<file path="src/sv/dgbs_pkg.sv">
// Shared types and constants for the dominant gravity body selector.
`timescale 1ns / 1ps
package dgbs_pkg;

  localparam logic CFG_STAR_INDEX = 1'b0;
  localparam logic CFG_TWO_G      = 1'b1;

  localparam logic [13:0] ENERGY_SCALE = 14'd10000;

  typedef struct packed {
    logic [7:0]  cand;
    logic [51:0] cmass;
    logic [35:0] px;
    logic [35:0] py;
    logic [35:0] pz;
    logic [31:0] vx;
    logic [31:0] vy;
    logic [31:0] vz;
    logic        qual;
    logic        last;
  } dgbs_item_t;

  typedef struct packed {
    logic       start;
    logic       accum;
    logic [2:0] a_last;
    logic [1:0] b_last;
  } dgbs_mul_ctl_t;

endpackage

</file>
<file path="src/sv/dgbs_front.sv">
// Front end: screens each candidate request and forms position and velocity magnitudes.
`timescale 1ns / 1ps
module dgbs_front import dgbs_pkg::*; #(
  parameter int unsigned MAX_BODIES = 256
) (
  input  logic [7:0]   star_index,
  input  logic [7:0]   subject_index,
  input  logic [51:0]  subject_mass,
  input  logic [7:0]   candidate_index,
  input  logic [51:0]  candidate_mass,
  input  logic [35:0]  pos_x,
  input  logic [35:0]  pos_y,
  input  logic [35:0]  pos_z,
  input  logic [31:0]  vel_x,
  input  logic [31:0]  vel_y,
  input  logic [31:0]  vel_z,
  input  logic         last_candidate,
  output dgbs_item_t   item
);

  always_comb begin
    item.cand  = candidate_index;
    item.cmass = candidate_mass;
    item.px    = pos_x[35] ? 36'(-pos_x) : pos_x;
    item.py    = pos_y[35] ? 36'(-pos_y) : pos_y;
    item.pz    = pos_z[35] ? 36'(-pos_z) : pos_z;
    item.vx    = vel_x[31] ? 32'(-vel_x) : vel_x;
    item.vy    = vel_y[31] ? 32'(-vel_y) : vel_y;
    item.vz    = vel_z[31] ? 32'(-vel_z) : vel_z;
    item.qual  = (subject_index != star_index) && (candidate_index != subject_index) &&
                 (candidate_index != star_index) && (32'(candidate_index) < MAX_BODIES) &&
                 (candidate_mass > subject_mass);
    item.last  = last_candidate;
  end

endmodule

</file>
<file path="config.mk">
export PLATFORM = sky130hd
export DESIGN_NAME = dgbs_front
export DESIGN_NICKNAME = d
export VERILOG_FILES = /design/src/sv/dgbs_pkg.sv /design/src/sv/dgbs_front.sv
export SDC_FILE = /design/constraint.sdc
export NUM_CORES = 1
export LEC_CHECK = 0
export BUFFER_PORTS_ARGS = -buffer_cell sky130_fd_sc_hd__buf_2
export CAP_MARGIN = 0
export CORE_AREA = 2 2 236 238
export DETAILED_ROUTE_END_ITERATION = 8
export DIE_AREA = 0 0 238 240
export SLEW_MARGIN = 40
export SYNTH_ARGS = -nofsm -noshare
export SYNTH_HDL_FRONTEND = slang
export SYNTH_SLANG_ARGS = --single-unit
</file>
<file path="constraint.sdc">
create_clock -name vclk -period 7.5
set_input_delay 0.75 -clock vclk [all_inputs]
set_output_delay 0.75 -clock vclk [all_outputs]
set_load 0.03 [all_outputs]
</file>
Yosys cells after proc, flatten, opt, wreduce, memory -nomap -nowiden
Index checks and enable logic that the tools add are counted.
Word-level totals
  flip-flop bits (word level): 0
  output and inout bits: 266
Cells by class
  $add $sub $neg: 6
  order comparisons: 1
  eq/ne operators: 3
  multiplexer cells: 6
  reductions and logical operators: 3
Operators by type and width (number)
  2-to-1 mux 36 bit: 3
  negator 36 bit: 3
  2-to-1 mux 32 bit: 3
  negator 32 bit: 3
  greater-than comparator 52 bit: 1
  != test 8 bit: 3
  logical AND 1 bit: 3

Longest topological paths before layout
Gate-level depths: netlist of run 1.
  depth after elaboration: 4
  depth in mapped cells: 8

Worst setup path before layout of run 1
Ideal clock, no wire load.
  kind: input -> output
  start point: input port pos_z[9]
  end point: output port item[133] (netlist name)
  arrival: 3.647 ns
  data required time: 6.750 ns
  path slack: 3.103 ns
  cell stages on the path: 6
  buffers on the path: 1
  cell sequence: or4_1 > or3_1 > or4_1 > buf_2 > or4_4 > nor4_1
RTL lines
  start, declared: line dgbs_front.sv:13  | input logic [35:0] pos_z,
  end, declared: line dgbs_front.sv:18  | output dgbs_item_t item

==> results of run 1 <==
-- cells in the mapped netlist (5+ instances only) --
cell / instances / area [µm²]
inv_1: 69 / 259
nand4_1: 9 / 56.3
or2_2: 5 / 31.3
nor4_1: 22 / 138
a21o_1: 6 / 45.0
or4_1: 27 / 203
ha_1: 58 / 726
nand3_1: 13 / 65.1
nor2_1: 16 / 60.1
nand2b_1: 17 / 106
or4_4: 5 / 56.3
o31ai_2: 5 / 62.6
or3_1: 34 / 213
clkbuf_1: 21 / 78.8
o21ai_0: 79 / 395
o41ai_1: 19 / 166
a21oi_1: 20 / 100
nand2_1: 73 / 274
o31ai_1: 51 / 383
xor2_1: 24 / 210
xnor2_1: 186 / 1630
nor3_1: 8 / 40.0
buf_4: 67 / 503
-- per-layer routing --
metal / GRT usage / vias up / share of wire
li1: - / 4036 / -
met2: 0.155 / 343 / 0.46
met4: 0.00284 / 4 / 0.0035
met1: 0.134 / 3754 / 0.45
met5: 0 / - / 0.00088
met3: 0.0217 / 8 / 0.084
-- layout by cell type (no fill, tap or decap), types with 19 or more instances in the layout --
cell / synthesis / final
a21oi_1: 20 / 20
buf_2: 1 / 597
ha_1: 58 / 58
inv_1: 69 / 69
nand2_1: 73 / 73
nor4_1: 22 / 22
o21ai_0: 79 / 78
o31ai_1: 51 / 51
o41ai_1: 19 / 19
or3_1: 34 / 34
or4_1: 27 / 27
xnor2_1: 186 / 186
xor2_1: 24 / 24
-- where the power goes --
| part | leakage, nW | switching [W] | internal (W) |
|---|---|---|---|
| combinational | 4.34 | 0.000533 | 0.000269 |
| clock | 0 | 0 | 0 |
| sequential | 0 | 0 | 0 |
-- area by class of cell --
| class | instances | area (µm²) |
|---|---|---|
| Fill cell | 6329 | 45300 |
| Inverter | 69 | 259 |
| Multi-Input combinational cell | 704 | 5200 |
| Tap cell | 704 | 881 |
| Timing Repair Buffer | 597 | 2990 |
-- final timing paths --
check / start / to / slack, ns
min: last_candidate / item[0] / 1.50
max: pos_z[9] / item[131] / 3.15
-- through the flow --
step,cells,area [µm²]
2_1_floorplan,862,6050
3_3_place_gp,2074,9330
3_5_place_dp,2074,9330
4_1_cts,2074,9330
5_1_grt,2074,9330
6_report,2074,9330
-- cells by family after synthesis --
| kind of cell | Yosys count | share of synthesized area |
|---|---|---|
| adders and majority gates | 58 | 0.120 |
| and+or+nand+nor | 244 | 0.228 |
| AOI/OAI and AO/OA | 192 | 0.208 |
| buffers and inverters | 158 | 0.140 |
| xor gates and xnor gates | 210 | 0.304 |
==> metrics, run 1 <==
unrepaired setup endpoints after global routing no; Seq cells 0; power per standard cell area 85.9 nW/µm²; TNS Setup 0 ns; P&R area growth vs syn 54.3%; final period utilization 0.580; via count 8,145; drt initial violations 435; Worst Tran Pin Value approximately 0.7 ns; # DRC 0; Hold Slack ~1.5 ns; Syn Area/Cell between 7 and 8 µm²; initial antenna violation count 3; wire per inst 14.8 µm; Max FO, Critical Path 7; hold_buf cts 0; final hold vios 0; first-pass GRT wire length roughly 42,000 µm; Rel. slew slack 0.534; Critical Path RT just under 7 ns; largest net degree at the start of global routing 37; GR Overflow Total 0; PortBufs 597; Setup crit end kind output port; maxcap violations 0; hpwl dp around 28,000 µm; # Post-CTS Setup Buffers 0; final wirelength about 31,000 µm; WP depth 8; crit-path cells buf_2 -> or4_1 -> or3_1 -> or4_1 -> or4_4 -> o31ai_2 -> xnor2_1 -> buf_2; Die H about 240 µm; CP arrival ~3.6 ns; Static Leak 4.34 nW; initial core utilization 0.111; Slowest Stage Delay on Critical Path between 0.6 and 0.7 ns; class of the worst hold path in -> out; crit path setup slack, layout 3.15 ns; crit start category input port; gpl congestion around 0.9; status complete, no violations; synthesized instance count ~860; sequential area share after synthesis 0; drt first pass iters 4; Routed Antenna Nets 0; family with the most delay on the worst path simple AND/OR/NAND/NOR gates; fmax about 230 MHz; post_cts resized 0; Crit path buffers/inverters 2; Hold Path Depth 0; Cell Area, Synth between 6000 and 7000 µm²; Final Critical Period 4.35 ns; overall power 0.000802 W; Die Wd about 240 µm; FF/Latch Area 0 µm²; Syn. warnings 0; total track usage 0.0951; Vias/cell roughly 3.9; post-place setup slack 3.15 ns; Netlist cell types 46; Crit Path Category in -> out; FP Rows 86; clkbuf count 0; num ports 599; Die Area between 50,000 and 60,000 µm²; final count of pins violating max slew 0; CP max-delay cell or4_1; Mapped Nets ~1,300; # nets final approximately 1,800; layout cells sized above 1 0.451; Max VDD drop 0.0354 mV; final setup violation count 0; diode count 0; core footprint around 55,000 µm²; fin util 0.171; number of global-route vias before repair between 7,000 and 8,000
Power figures use the tool's default switching activity.
==> run 2, diff against run 1 <==
--- a/config.mk
+++ b/config.mk
@@ -7,9 +7,9 @@
 export LEC_CHECK = 0
 export BUFFER_PORTS_ARGS = -buffer_cell sky130_fd_sc_hd__buf_2
 export CAP_MARGIN = 0
-export CORE_AREA = 2 2 236 238
+export CORE_AREA = 2 2 231 233
 export DETAILED_ROUTE_END_ITERATION = 8
-export DIE_AREA = 0 0 238 240
+export DIE_AREA = 0 0 233 235
 export SLEW_MARGIN = 40
 export SYNTH_ARGS = -nofsm -noshare
 export SYNTH_HDL_FRONTEND = slang
==> constraint.sdc (replaced) <==
create_clock -name vclk -period 4.1
set_input_delay 0.41 -clock vclk [all_inputs]
set_output_delay 0.41 -clock vclk [all_outputs]
set_load 0.03 [all_outputs]
==> metrics, run 2 (same netlist as run 1, synthesis figures left out) <==
status complete, no violations; Critical Path RT 3.69 ns (-3.06 ns); first-pass GRT wire length 42,100 µm (-0.44%); num ports 599 (unchanged); placed inst area 9330 µm² (about the same); final setup violation count 0 (unchanged); Seq cells 0 (unchanged); fin util 0.179 (+0.00812); Multi-input gate area 5200 µm² (unchanged); Die Area 54,800 µm² (-4.1%); fillers 6,020 (-4.9%); PortBufs 597 (unchanged); highest metal used met5; Max FO, Critical Path 7 (unchanged); total track usage 0.0984 (+0.00329); clkbuf count 0 (unchanged); gpl congestion 0.889 (-3.0%); Die Wd 233 µm (-2.1%); Max VDD drop 0.0748 mV (+110%); post_cts resized 0 (unchanged); power per standard cell area 157 nW/µm² (+83%); # nets final 1,766 (+0.17%); final period utilization 0.882; Worst Tran Pin Value 0.677 ns (-0.0158 ns); largest net degree at the start of global routing 37 (unchanged); class of the worst hold path in -> out; FP Rows 84 (-2.3%); Crit. Startpoint pos_z[9]; Hold Slack 0.820 ns (-0.680 ns); hold_buf cts 0 (unchanged); Routed Antenna Nets 0 (unchanged); post-route cell area 9340 µm² (+0.11%); wire per inst 14.6 µm (-1.5%); Setup crit end kind output port; maxcap violations 0 (unchanged); layout cells sized above 1 0.452 (+0.00120); hpwl dp 27,600 µm (-2.2%); TNS Setup 0 ns (unchanged); CP max-delay cell or4_1; overall power 0.00147 W (+83%); number of global-route vias before repair 7,530 (+4.6%); Slowest Stage Delay on Critical Path 0.63 ns (-0.02 ns); # DRC 0 (unchanged); most common cell after layout, fill and taps aside buf_2; unrepaired setup endpoints after global routing no; crit start category input port; commonest cells after routing, fill and taps aside 597 x buf_2, 186 x xnor2_1, 79 x o21ai_0; Crit Path Category in -> out; Die H 235 µm (-2.1%); Rel. slew slack 0.544 (+0.0100); hold path start last_candidate; met2 WL 14,500 µm (+2.0%); WL met3 1980 µm (-23%); CP arrival 3.21 ns (-0.39 ns); P&R area growth vs syn 54.4%; crit-path cells buf_2 -> or4_1 -> or3_1 -> or4_1 -> or4_4 -> o31ai_2 -> xnor2_1 -> buf_2; final hold vios 0 (unchanged); FF/Latch Area 0 µm² (unchanged); Vias/cell 3.96 (+0.93%); met1 WL 12,200 µm (-11%); fmax ~280 MHz; # Post-CTS Setup Buffers 0 (unchanged); initial antenna violation count 8 (+5); Static Leak 4.36 nW (+0.37%); final wirelength 30,100 µm (-2.0%); core footprint 52,200 µm² (-4.4%); GR Overflow Total 0 (unchanged); final count of pins violating max slew 0 (unchanged); via count 8,181 (+0.44%); Final Critical Period between 3 and 4 ns; drt initial violations 368 (-15%); drt first pass iters 5 (+1); initial core utilization 0.116 (+0.00514)
==> run 2: cell count changes in the layout (fill, tap and decap cells not counted), sizes merged <==
cell	change
buf	+3
diode	+3
==> run 2: cell type report <==
type               instances  share of cell area
multi-input cells        704               0.557
repair buffers           600               0.322
well taps                688              0.0922
inverters                 69              0.0277
diodes                     3            0.000804
==> run 2: metal layers <==
layer	vias up	track usage
met4	4	0.0407
met2	454	0.180
met5	-	0
met1	3627	0.115
li1	4050	-
met3	46	0.00983
==> run 2: path summary, 6_finish.rpt <==
check | to | slack [ns] | cells after the start
max | item[127] | 0.48 | 8
min | item[0] | 0.82 | 0
==> run 2: stage by stage <==
step	instances	setup slack, ns
floorplan	862	0.383
global placement	2061	0.497
detailed placement	2061	0.504
CTS	2061	0.494
global route	2062	0.392
finish	2064	0.485
==> run 2: where the power goes <==
part              internal (W)  switching [W]
clock network  0.0000000000808              0
logic                 0.000494       0.000976
registers                    0              0
==> run 2: worst max-delay path: cells and delay by family <==
kind | cells | cell delay (ns)
buf+inv | 2 | 0.33
xor+xnor | 1 | 0.15
compound gates | 1 | 0.22
simple gates | 4 | 2.10
==> run 3, diff against run 2 <==
--- a/config.mk
+++ b/config.mk
@@ -6,7 +6,7 @@
 export NUM_CORES = 1
 export LEC_CHECK = 0
 export BUFFER_PORTS_ARGS = -buffer_cell sky130_fd_sc_hd__buf_2
-export CAP_MARGIN = 0
+export CAP_MARGIN = 40
 export CORE_AREA = 2 2 231 233
 export DETAILED_ROUTE_END_ITERATION = 8
 export DIE_AREA = 0 0 233 235
==> constraint.sdc (replaced) <==
create_clock -name vclk -period 4.1
set_input_delay 0.205 -clock vclk [all_inputs]
set_output_delay 0.205 -clock vclk [all_outputs]
set_load 0.03 [all_outputs]
==> metrics, run 3 (same netlist as run 1, synthesis figures left out) <==
PortBufs 597 (unchanged); Die Area 54,800 µm² (unchanged); Static Leak 4.35 nW (-0.25%); Max VDD drop 0.0755 mV (+0.90%); TNS Setup 0 ns (unchanged); # nets final 1,764 (-0.11%); final period utilization 0.777 (-0.104); fmax 314 MHz (+13%); # Post-CTS Setup Buffers 0 (unchanged); Final Critical Period 3.19 ns (-0.428 ns); initial antenna violation count 7 (-1); status complete, no violations; commonest cells after routing, fill and taps aside 597 x buf_2, 186 x xnor2_1, 79 x o21ai_0; initial core utilization 0.116 (unchanged); crit start category input port; Vias/cell 3.98 (+0.54%); drt initial violations 339 (-7.9%); total track usage 0.100 (+0.00206); maxcap violations 0 (unchanged); P&R area growth vs syn 54.1%; FF/Latch Area 0 µm² (unchanged); final setup violation count 0 (unchanged); GR Overflow Total 0 (unchanged); class of the worst hold path in -> out; via count 8,209 (+0.34%); Crit Path Category in -> out; final hold vios 0 (unchanged); post_cts resized 0 (unchanged); Hold Path Depth 0 (unchanged); clkbuf count 0 (unchanged); gpl congestion 0.911 (+2.5%); overall power 0.00147 W (about the same); power per standard cell area 158 nW/µm² (+0.13%); wire per inst 14.8 µm (+1.2%); largest net degree at the start of global routing 37 (unchanged); Rel. slew slack 0.478 (-0.0658); core footprint 52,200 µm² (unchanged); first-pass GRT wire length 42,900 µm (+2.0%); hpwl dp 27,700 µm (+0.41%); hold_buf cts 0 (unchanged); Critical Path RT 3.89 ns (+0.20 ns); Die Wd 233 µm (unchanged); most common cell after layout, fill and taps aside buf_2; Worst Tran Pin Value 0.776 ns (+0.0987 ns); # DRC 0 (unchanged); crit-path cells buf_2 -> or4_4 -> or4b_4 -> or3_4 -> or4_4 -> o31ai_2 -> xnor2_1 -> buf_2; drt first pass iters 5 (unchanged); Max FO, Critical Path 5 (-2); Placed Instances 2,059 (-0.097%); final wirelength 30,400 µm (+1.0%); Die H 235 µm (unchanged); number of global-route vias before repair 7,543 (+0.17%); Seq cells 0 (unchanged); unrepaired setup endpoints after global routing no; Slowest Stage Delay on Critical Path 0.55 ns (-0.08 ns); Routed Antenna Nets 0 (unchanged); CP arrival 2.98 ns (-0.23 ns); layout cells sized above 1 0.451 (-0.000799); final count of pins violating max slew 0 (unchanged); FP Rows 84 (unchanged); num ports 599 (unchanged); Setup crit end kind output port; CP max-delay cell or4_4; Finished Layout Cells 2,060 (-0.19%)
## run 3: cell count changes in the layout (fill, tap and decap cells not counted)
cell     delta
buf_4       -2
diode_2     -2
## run 3: metrics by stage
stage	area (µm²)	setup WS, ns	utilization	hold slack [ns]
floorplan	6050	0.793	-	0.534
global placement	9320	0.905	0.178	0.410
detailed placement	9320	0.903	0.178	0.410
CTS	9320	0.901	0.178	0.410
global route	9320	0.788	0.178	0.410
finish	9320	0.912	0.178	0.410
## run 3: final cells by class
cell class         count  area [µm²]
well taps            688         861
fillers             6038       42900
diodes                 1        2.50
inverters             69         259
repair buffers       598        3000
multi-input cells    704        5200
## run 3: path summary, 6_finish.rpt
check,startpoint,to,slack (ns)
setup / recovery,pos_y[10],item[168],0.91
hold / removal,last_candidate,item[0],0.41
## run 3: worst max-delay path, delay by kind of cell
family,cells,cell delay [ns]
AND/OR/NAND/NOR,4,2.02
buffers and inverters,2,0.34
XOR/XNOR,1,0.16
AO/OA/AOI/OAI,1,0.25
## run 3: per-layer routing
layer | GRT usage | vias to the layer above | share of wire
li1 | - | 4033 | -
met1 | 0.121 | 3728 | 0.41
met2 | 0.189 | 407 | 0.50
met3 | 0.00874 | 37 | 0.064
met4 | 0.0232 | 4 | 0.026
met5 | 0 | - | 0.00076
## run 3: report_power, final
group | total, W | internal [W] | switching (W)
logic | 0.00147 | 0.000494 | 0.000974
clock network | 0.0000000000327 | 0.0000000000327 | 0
registers | 0 | 0 | 0
