===== src/sv/dgbs_pkg.sv =====
// Shared types and constants for the dominant gravity body selector.
`timescale 1ns / 1ps
package dgbs_pkg;

  localparam logic CFG_STAR_INDEX = 1'b0;
  localparam logic CFG_TWO_G      = 1'b1;

  localparam logic [13:0] ENERGY_SCALE = 14'd10000;

  typedef struct packed {
    logic [7:0]  cand;
    logic [51:0] cmass;
    logic [35:0] px;
    logic [35:0] py;
    logic [35:0] pz;
    logic [31:0] vx;
    logic [31:0] vy;
    logic [31:0] vz;
    logic        qual;
    logic        last;
  } dgbs_item_t;

  typedef struct packed {
    logic       start;
    logic       accum;
    logic [2:0] a_last;
    logic [1:0] b_last;
  } dgbs_mul_ctl_t;

endpackage


===== src/sv/dgbs_queue.sv =====
// Two-entry queue between the front end and the arithmetic back end.
`timescale 1ns / 1ps
module dgbs_queue import dgbs_pkg::*; (
  input  logic       clk,
  input  logic       rst_n,
  input  logic       push,
  input  dgbs_item_t push_item,
  output logic       full,
  input  logic       pop,
  output logic       q_valid,
  output dgbs_item_t q_item
);

  dgbs_item_t mem_r [2];
  logic       wp_r;
  logic       rp_r;
  logic [1:0] cnt_r;

  assign full    = (cnt_r == 2'd2);
  assign q_valid = (cnt_r != 2'd0);
  assign q_item  = mem_r[rp_r];

  always_ff @(posedge clk) begin
    if (push) begin
      mem_r[wp_r] <= push_item;
    end
  end

  always_ff @(posedge clk) begin
    if (!rst_n) begin
      wp_r  <= 1'b0;
      rp_r  <= 1'b0;
      cnt_r <= 2'd0;
    end else begin
      if (push) begin
        wp_r <= ~wp_r;
      end
      if (pop) begin
        rp_r <= ~rp_r;
      end
      if (push && !pop) begin
        cnt_r <= cnt_r + 2'd1;
      end else if (!push && pop) begin
        cnt_r <= cnt_r - 2'd1;
      end
    end
  end

endmodule


===== config.mk =====
export PLATFORM = sky130hd
export DESIGN_NAME = dgbs_queue
export DESIGN_NICKNAME = d
export VERILOG_FILES = /design/src/sv/dgbs_pkg.sv /design/src/sv/dgbs_queue.sv
export SDC_FILE = /design/constraint.sdc
export NUM_CORES = 1
export LEC_CHECK = 0
export BUFFER_PORTS_ARGS = -buffer_cell sky130_fd_sc_hd__buf_2
export CAP_MARGIN = 20
export CORE_AREA = 4 4 207 209
export CTS_CLUSTER_DIAMETER = 80
export DETAILED_ROUTE_END_ITERATION = 7
export DIE_AREA = 0 0 211 213
export HOLD_SLACK_MARGIN = 0.05
export PLACE_DENSITY = 0.79
export RECOVER_POWER = 100
export SLEW_MARGIN = 25
export SYNTH_ARGS = -nofsm -noshare
export SYNTH_HDL_FRONTEND = slang
export SYNTH_SLANG_ARGS = --single-unit
export TNS_END_PERCENT = 5

===== constraint.sdc =====
create_clock -name clk -period 25.1 [get_ports clk]
set_input_delay 3.765 -clock clk [delete_from_list [all_inputs] [get_ports clk]]
set_output_delay 3.765 -clock clk [all_outputs]
set_load 0.01 [all_outputs]

---- Word-level counts from Yosys, hierarchy flattened ----
Memory sizes are Yosys's and may differ from the RTL's. A register that Yosys moved wholly into a read port is not among the register bits.
Index checks and enable logic that the tools add are counted.
storage, ports and cells
  logic and storage cells ................. 21
  input port bits ......................... 270
  memory bits (writable) .................. 532
  memories kept ........................... 1
  output and inout bits ................... 268
  bits in registers ....................... 4
memories
  name   depth  bits a word  read ports  clocked after Yosys merged registers in  write ports  line              text
  mem_r  2      266          1           1                                        1            dgbs_queue.sv:14  dgbs_item_t mem_r [2];
operators by class
  reduce and logical (&&, ||, !) cells .... 6
  equal/unequal tests ..................... 1
  mux-type cells .......................... 6
  bitwise logic cells ..................... 2
  add/subtract/negate cells ............... 2
operator list
  kind                                                                number
  1-bit two-way mux                                                   4
  2-bit two-way mux                                                   2
  2-bit nonzero test                                                  2
  2-bit by 1-bit adder with 2-bit output, second input constant       1
  2-bit equality test, second input constant                          1
  1-bit logical AND                                                   2
  1-bit zero test                                                     2
  1-bit inverter                                                      2
  2-bit by 1-bit subtractor with 2-bit output, second input constant  1

---- Depth between registers and ports, before layout ----
Gate-level depths: netlist (run 1).
  depth in word-level cells ............... 4
  depth in mapped cells ................... 5
  gate-level depth less buffers ........... 5

---- Worst setup path after synthesis (run 1) ----
No wires, ideal clock.
  path type ............................... input-to-reg
  start ................................... input port push
  end ..................................... register wp_r
  arrival time ............................ 16.111 ns
  stages on the path ...................... 2
  setup time .............................. 0.113 ns
  required time ........................... 24.987 ns
  setup slack ............................. 8.876 ns
  cell sequence ........................... nor2b_1 o21a_1
RTL lines
  element               line              text
  from (decl)           dgbs_queue.sv:6   input logic push,
  to (signal assigned)  dgbs_queue.sv:36  wp_r <= ~wp_r;
  to (decl)             dgbs_queue.sv:15  logic wp_r;

==> out/metrics.yaml, run 1 <==
hold_buffers: 0
worst_slack_ns: 12.72
coreArea_um2: 40800
drtIter0Drc: 610
setup_viol: 0
clkTransAtPathRegs_ns: 0.07
worst_path_max_delay_cell: "clkbuf_1"
min_period_ns: 12.38
worst_pin_slew_ns: 4.42
portBuffers: 537
synthesis.nets: 1121
cp.arrival_ns: 8.62
critical_path_peak_fanout: 58
rsz0062_at_grt: "no"
fin_nets: 1696
crit_top_cell: "clkbuf_1"
grt_pass1_wl_um: 64300
leakagePower_uw: 0.00860
post_cts_buffers: 0
dp_worst_setup_slack_ns: 17.83
placed_cells: 1901
fin_util: 0.590
vdd_drop_max_uv: 65.4
vias_per_cell: 5.06
layoutNonFillerInstCount: 2004
totalWireLength_um: 45000
dp_hpwl_um: 31500
hold_violations: 0
drc_errors: 0
synth_xor_area_frac: 0.00128
synth.mux.area_fraction: 0.190
synth-main-ff-cell: "edfxtp_1"
critical_path.cell_chain: "clkbuf_1 -> clkbuf_1 -> clkbuf_1 -> mux2_1 -> buf_2"
start_util: 0.501
critPathBufInv: 4
die_x_um: 211
htreeDepth: 2
synthToLayoutAreaGrowth_pct: 17.8
place_congestion: 0.794
critPathLaunchType: "register"
synth-edff-count: 532
antenna_found_initial: 9
post-route-period-util: 0.493
yosysMostFrequentCell: "edfxtp_1"
synth_compound_area_frac: 0.000978
synth_area_leaders: "edfxtp_1 (78%), mux2_4 (18%), mux2_2 (1.4%)"
drv_slew: 802
grt_pass1_vias: 10600
syn_area_um2: 20500
synth_cells: 850
firstDrtPassIters: 4
io_pins: 538
synth_top_area_share: 0.781
slew_headroom: -1.95
ctsLongestPathBuffers: 3
synth_top_family_by_area: "multiplexers"
maxCapViolations: 15
failed_checks: "max-capacitance violations, max-slew violations"
synth_simple_gate_area_frac: 0.00275
fin_skew_ns: 0.0238
run_status: "complete, but fails checks"
ys_seq_area_frac: 0.786
syn_area_per_cell_um2: 24.1
fin_tns_setup_ns: 0
worst_ep_required_time_ns: 21.33
synth_top_cells_by_count: "edfxtp_1 (532), mux2_4 (240), mux2_2 (26)"
antenna_left: 0
synth-seq-cells: 537
grt_usage: 0.189
drive_gt1_frac: 0.311
cp-end-kind: "output port"
vias: 10100
overflow: 0
synth_fa_ha_area_frac: 0.000612
cts_root_buffer: "clkbuf_16"
placementRows: 74
path_delay_family: "buffers and inverters"
cpPeakStageDelay_ns: 2.38
synth_top_area_cell: "edfxtp_1"
async_reset_ff_frac: 0
power_density_nw_per_um2: 83.7
dieArea_um2: 44900
holdCritPathClass: "reg2reg"
postLayoutCellArea_um2: 24100
cts_resized: 0
placed_area_um2: 23600
synth.distinct_cells: 18
clkLatencyLatePin_ns: 0.59
yosys_warnings: 0
critPathKind: "reg2out"
numCtsBuffers: 53
wl_per_cell_um: 22.5
fp.dieH_um: 213
grt_max_degree: 80
clock.fmax_mhz: 80.7
cts.sinks: 537
tritoncts: "done"
[cells in the final DEF, fill, tap and decap left out, drive strengths merged, types with 4 or more instances in the layout]
cell and instances:
bufinv 6, dfxtp 5, mux2 266, edfxtp 532
clkbuf 266, clkinv 24, and2 4, buf 348
[stage by stage]
step                      total power [µW]  hold WS, ns
after global routing                  2100        0.563
after detailed placement              1310        0.505
after global placement                1300        0.484
after CTS                             2080        0.519
after floorplan                       1230        0.468
final                                 2020        0.522
[cell families (layout without fill, tap and decap cells)]
logic type               after synthesis  count (layout)
multiplexers                         266             266
other                                  0               3
XOR/XNOR                               3               3
AO/OA/AOI/OAI                          3               3
adder cells (fa/ha/maj)                1               1
flip-flops                           537             537
buffers and inverters                 31             650
AND/OR/NAND/NOR                        9               9
[worst reg2reg max path, stage by stage (launching register included)]
cell and delay [ns]:
dfxtp_1 0.32, nor2b_1 1.92, clkbuf_1 1.81, clkbuf_1 2.99
[cell type report]
cell class | instances | area, µm²
fillers | 3230 | 16700
multi-input cells | 282 | 3130
diodes | 3 | 7.51
clock buffers | 64 | 1370
clock inverters | 35 | 359
inverters | 1 | 3.75
repair buffers | 550 | 2500
well taps | 532 | 666
flip-flops and latches | 537 | 16100
[final timing paths]
path              slack (ns)           end      from  depth (start not counted)
hold / removal          0.52      cnt_r[1]  cnt_r[1]                          2
setup / recovery       12.72    q_item[60]  register                          5
hold reg to reg         0.52      cnt_r[1]  cnt_r[1]                          2
setup reg to reg       17.49  mem_r[0][20]      wp_r                          3
[registers in the layout, summed over array words and instances (netlist names), named ones only]
register  count
mem_r       532
cnt_r         2
rp_r          1
wp_r          1
[power breakdown]
part	leakage [µW]	total, µW	switching (µW)	internal [µW]
logic	0.00273	189	111	77.3
clock network	0.000833	776	324	452
registers	0.00503	1050	12.2	1040
total	0.00860	2020	447	1570
[per-layer routing]
layer / wire, µm / vias up / GRT usage
met2: 23200 / 458 / 0.335
met3: 4410 / 98 / 0.0673
li1: - / 4555 / -
met1: 15900 / 5020 / 0.212
met5: 73 / - / 0
met4: 1460 / 12 / 0.0693
(Power assumes the default switching activity.)
==> inputs of run 2 (changes only) <==
--- a/config.mk
+++ b/config.mk
@@ -7,12 +7,12 @@
 export LEC_CHECK = 0
 export BUFFER_PORTS_ARGS = -buffer_cell sky130_fd_sc_hd__buf_2
 export CAP_MARGIN = 20
-export CORE_AREA = 4 4 207 209
+export CORE_MARGIN = 4
+export CORE_UTILIZATION = 48
 export CTS_CLUSTER_DIAMETER = 80
 export DETAILED_ROUTE_END_ITERATION = 7
-export DIE_AREA = 0 0 211 213
 export HOLD_SLACK_MARGIN = 0.05
-export PLACE_DENSITY = 0.79
+export PLACE_DENSITY = 0.8
 export RECOVER_POWER = 100
 export SLEW_MARGIN = 25
 export SYNTH_ARGS = -nofsm -noshare
==> constraint.sdc (replaced) <==
create_clock -name clk -period 10.6 [get_ports clk]
set_input_delay 1.59 -clock clk [delete_from_list [all_inputs] [get_ports clk]]
set_output_delay 1.59 -clock clk [all_outputs]
set_load 0.01 [all_outputs]
==> out/metrics.yaml, run 2 (synthesis results as in run 1) <==
wl_per_cell_um: 21.9
grt_pass1_vias: 10700
drc_errors: 0
leakagePower_uw: 0.00860
overflow: 0
critPathLaunchType: "primary input"
min-delay-start: "cnt_r[1]"
die_x_um: 214
min_path_cells: 2
r2r-start: "wp_r"
ctsLongestPathBuffers: 3
placed_area_um2: 23600
drtIter0Drc: 647
final_common_cell: "edfxtp_1"
portBuffers: 537
fin_nets: 1692
r2r_end: "mem_r[1][53]"
worst_slack_ns: 3.96
top_layer: "met5"
start_util: 0.487
post_cts_buffers: 0
cp-end-kind: "register"
vdd_drop_max_uv: 143
worst_ep_required_time_ns: 10.81
dp_hpwl_um: 30400
clock.fmax_mhz: 151
cts.sinks: 537
worst_pin_slew_ns: 4.49
firstDrtPassIters: 4
grt_pass1_wl_um: 64700
grt_usage: 0.184
hold_violations: 0
multiInputGateArea_um2: 3130
coreArea_um2: 42000
holdCritPathClass: "reg2reg"
cts_resized: 0
reg2regPathDepth: 3
grt_max_degree: 124
antenna_found_initial: 7
fin_skew_ns: 0.0114
cp.arrival_ns: 6.84
vias_per_cell: 5.05
largest_register_ffs: 532
cts_root_buffer: "clkbuf_16"
fill_cells: 3388
reg_top3: "mem_r: 532 flops, cnt_r: 2 flops"
dieArea_um2: 46000
final_cell_mix: "edfxtp_1 (532), buf_2 (351), mux2_1 (239)"
met3_wirelength_um: 3730
regMostFlops: "mem_r"
clkLatencyLatePin_ns: 0.58
post-route-period-util: 0.626
antenna_left: 0
run_status: "complete, but fails checks"
wl_met2_um: 22100
regArea_um2: 16100
io_pins: 538
htreeDepth: 2
power_density_nw_per_um2: 195
maxCapViolations: 4
min_period_ns: 6.64
power_uw: 4680
place_congestion: 0.853
drv_slew: 246
wl_met1_um: 16700
critical_path_peak_fanout: 72
postLayoutCellArea_um2: 24100
dp_worst_setup_slack_ns: 5.83
synthToLayoutAreaGrowth_pct: 17.6
fp.dieH_um: 214
rsz0062_at_grt: "no"
totalWireLength_um: 43800
hold_buffers: 0
tritoncts: "done"
reg2reg_slack_ns: 4.78
setup_viol: 0
clkTransAtPathRegs_ns: 0.06
failed_checks: "max-capacitance violations, max-slew violations"
slew_headroom: -2.00
placementRows: 75
min_to: "cnt_r[1]"
vias: 10100
fin_tns_setup_ns: 0
drive_gt1_frac: 0.316
fin_util: 0.572
critPathKind: "in2reg"
numCtsBuffers: 52
-- run 2: changes by cell type in the layout (fill, tap and decap cells not counted), moves of 4 or more --
cell      delta
clkinv_2     +4
clkbuf_1    -21
mux2_1       +6
buf_2        +4
buf_4        +5
mux2_2       -4
-- run 2: power by group --
group	total [µW]	internal, µW	switching, µW
sequential	2500	2460	32.7
combinational	437	179	258
clock	1750	1010	740
-- run 2: how the worst max path moves through the flow --
stage | slack, ns | endpoint | cells past startpoint | from
6_report | 3.96 | mem_r[1][53] | 4 | push
5_1_grt | 3.32 | mem_r[1][129] | 4 | push
4_1_cts | 5.17 | q_item[196] | 4 | register
3_5_place_dp | 5.83 | q_item[162] | 4 | register
3_3_place_gp | 5.91 | q_item[52] | 4 | register
2_1_floorplan | 1.63 | mem_r[0][0] | 1 | push
-- run 2: critical path, cell delays in order --
cell      delay (ns)
clkbuf_1        0.14
and2_0          3.21
buf_4           1.12
buf_4           0.72
-- run 2: cell type report --
cell class | instances | area share
Clock inverter | 34 | 0.0117
Timing Repair Buffer | 547 | 0.106
Inverter | 1 | 0.000156
Sequential cell | 537 | 0.668
Clock buffer | 59 | 0.0561
Antenna cell | 3 | 0.000312
Multi-Input combinational cell | 282 | 0.130
Tap cell | 539 | 0.0280
-- run 2: routing by layer --
layer,vias to the layer above,global-route usage
met2,437,0.318
met4,8,0.0653
li1,4549,-
met5,-,0
met1,5039,0.217
met3,80,0.0592
-- run 2: through the flow --
stage	std cells	hold slack, ns
final	2002	0.530
after global placement	1906	0.480
after global routing	2001	0.584
after floorplan	850	0.468
after CTS	1999	0.536
after detailed placement	1906	0.524
==> inputs of run 3 (changes only) <==
--- a/config.mk
+++ b/config.mk
@@ -5,6 +5,7 @@
 export SDC_FILE = /design/constraint.sdc
 export NUM_CORES = 1
 export LEC_CHECK = 0
+export ABC_AREA = 1
 export BUFFER_PORTS_ARGS = -buffer_cell sky130_fd_sc_hd__buf_2
 export CAP_MARGIN = 20
 export CORE_MARGIN = 4
==> constraint.sdc (replaced) <==
create_clock -name clk -period 5.56 [get_ports clk]
set_input_delay 0.834 -clock clk [delete_from_list [all_inputs] [get_ports clk]]
set_output_delay 0.834 -clock clk [all_outputs]
set_load 0.01 [all_outputs]
==> out/metrics.yaml, run 3 <==
syn_area_per_cell_um2: 23.7
cts_root_buffer: "clkbuf_16"
clock.fmax_mhz: 236
grt_usage: 0.182
worst_pin_slew_ns: 4.37
worst_ep_required_time_ns: 5.63
leakagePower_uw: 0.00870
synth_cells: 863
synth-edff-count: 532
final_common_cell: "edfxtp_1"
synthToLayoutAreaGrowth_pct: 18.0
yosysMostFrequentCell: "edfxtp_1"
firstDrtPassIters: 4
drtIter0Drc: 731
placed_cells: 1919
portBuffers: 537
synth_area_leaders: "edfxtp_1 (78%), mux2_4 (18%), mux2_2 (1.4%)"
holdCritPathClass: "in2reg"
dieArea_um2: 46000
min_path_cells: 1
r2r-start: "wp_r"
ctsLongestPathBuffers: 3
cp.arrival_ns: 4.30
grt_pass1_wl_um: 64400
drive_gt1_frac: 0.321
numCtsBuffers: 53
antenna_left: 0
cts_resized: 0
yosys_warnings: 0
synth_top_area_share: 0.780
rsz0062_at_grt: "no"
min_to: "mem_r[1][16]"
multiInputGateArea_um2: 3130
grt_max_degree: 161
regMostFlops: "mem_r"
vias_per_cell: 5.03
clkLatencyLatePin_ns: 0.58
layoutNonFillerInstCount: 2023
worst_path_max_delay_cell: "clkbuf_2"
drc_errors: 0
vdd_drop_max_uv: 332
wl_per_cell_um: 21.4
setup_viol: 0
final_cell_mix: "edfxtp_1 (532), buf_2 (360), mux2_1 (236)"
syn_area_um2: 20500
clkTransAtPathRegs_ns: 0.06
fill_cells: 3398
placementRows: 75
htreeDepth: 2
min_period_ns: 4.24
path_delay_family: "buffers and inverters"
ys_seq_area_frac: 0.785
critical_path_peak_fanout: 160
cp-end-kind: "register"
maxCapViolations: 5
synth-main-ff-cell: "edfxtp_1"
fin_skew_ns: 0.0182
synth-seq-cells: 537
synth_top_area_cell: "edfxtp_1"
synth_top_cells_by_count: "edfxtp_1 (532), mux2_4 (240), mux2_2 (26)"
cts.sinks: 537
start_util: 0.487
postLayoutCellArea_um2: 24200
fin_nets: 1706
drv_slew: 339
grt_pass1_vias: 11100
reg_top3: "mem_r: 532 flops, cnt_r: 2 flops"
cpPeakStageDelay_ns: 2.77
tritoncts: "done"
placed_area_um2: 23600
power_density_nw_per_um2: 370
hold_violations: 0
slew_headroom: -1.91
post-route-period-util: 0.762
critPathBufInv: 3
place_congestion: 0.791
coreArea_um2: 42000
dp_hpwl_um: 29100
hold_buffers: 0
totalWireLength_um: 43300
reg2reg_slack_ns: 1.41
run_status: "complete, but fails checks"
r2r_end: "mem_r[0][70]"
failed_checks: "max-capacitance violations, max-slew violations"
critPathKind: "in2reg"
critPathLaunchType: "primary input"
async_reset_ff_frac: 0
fp.dieH_um: 215
overflow: 0
critical_path.cell_chain: "buf_2 -> inv_1 -> nor2_4 -> clkbuf_2"
die_x_um: 215
io_pins: 538
synthesis.nets: 1134
vias: 10200
largest_register_ffs: 532
antenna_found_initial: 10
min-delay-start: "push_item[16]"
crit_start: "push"
regArea_um2: 16100
post_cts_buffers: 0
reg2regPathDepth: 2
synth.distinct_cells: 15
==> run 3: cell types whose count changed in the layout (fill, tap and decap cells not counted), sizes merged, moves of 3 or more <==
cell / previous run / this run
buf: 361 / 365
nor2b: 3 / 0
nand2: 0 / 9
diode: 3 / 6
clkbuf: 245 / 248
nor2: 0 / 8
and2: 4 / 0
inv: 3 / 10
==> run 3: metrics by stage <==
stage	hold WS [ns]	setup slack (ns)	TNS [ns]	utilization	power, µW
after floorplan	0.463	-1.10	-293.54	-	5430
after global placement	0.474	2.59	0	0.561	5750
after detailed placement	0.488	2.59	0	0.561	5780
after CTS	0.386	1.94	0	0.602	9230
after global routing	0.399	0.972	0	0.575	9320
final	0.437	1.32	0	0.575	8950
==> run 3: area by class of cell <==
| class | instances | area share |
|---|---|---|
| Inverter | 8 | 0.00155 |
| Clock inverter | 32 | 0.0110 |
| Timing Repair Buffer | 547 | 0.105 |
| Sequential cell | 537 | 0.665 |
| Multi-Input combinational cell | 288 | 0.129 |
| Tap cell | 539 | 0.0279 |
| Antenna cell | 6 | 0.000621 |
| Clock buffer | 66 | 0.0587 |
==> run 3: where the power goes <==
part           leakage (µW)  total, µW  internal (µW)  switching (µW)
Clock              0.000829       3430           1990            1440
Sequential          0.00504       4770           4710            57.1
Combinational       0.00283        752            301             451
Total               0.00870       8950           7000            1950
==> run 3: worst max-delay path by stage <==
stage                    endpoint  slack, ns  cells after the start
detailed placement  mem_r[1][249]       2.59                      4
finish               mem_r[0][70]       1.32                      4
global route         mem_r[0][68]       0.97                      5
global placement        q_item[5]       2.59                      3
CTS                   q_item[262]       1.94                      3
floorplan             mem_r[1][0]      -1.10                      2
==> run 3: layer usage <==
metal	part of all wire	up-vias	global-route usage	wire length, µm
met5	0.0015	-	0	63
met3	0.090	96	0.0629	3910
met1	0.36	5024	0.206	15800
met2	0.51	460	0.316	22000
li1	-	4578	-	-
met4	0.035	10	0.0735	1520
==> run 3: cells by family (layout without fill, tap and decap cells) <==
group                    count (synthesis)  after routing  share of synthesized area
AND/OR/NAND/NOR                         19             19                    0.00367
flip-flops                             537            537                      0.785
buffers and inverters                   38            653                     0.0196
multiplexers                           266            266                      0.190
adder cells (fa/ha/maj)                  1              1                   0.000611
other                                    0              6                          0
AO/OA/AOI/OAI                            2              2                   0.000489
==> run 3: worst reg2reg max path, stage by stage, from the launching register on <==
cell      delay, ns
dfxtp_1        0.34
nor2_4         0.11
clkbuf_2       2.77
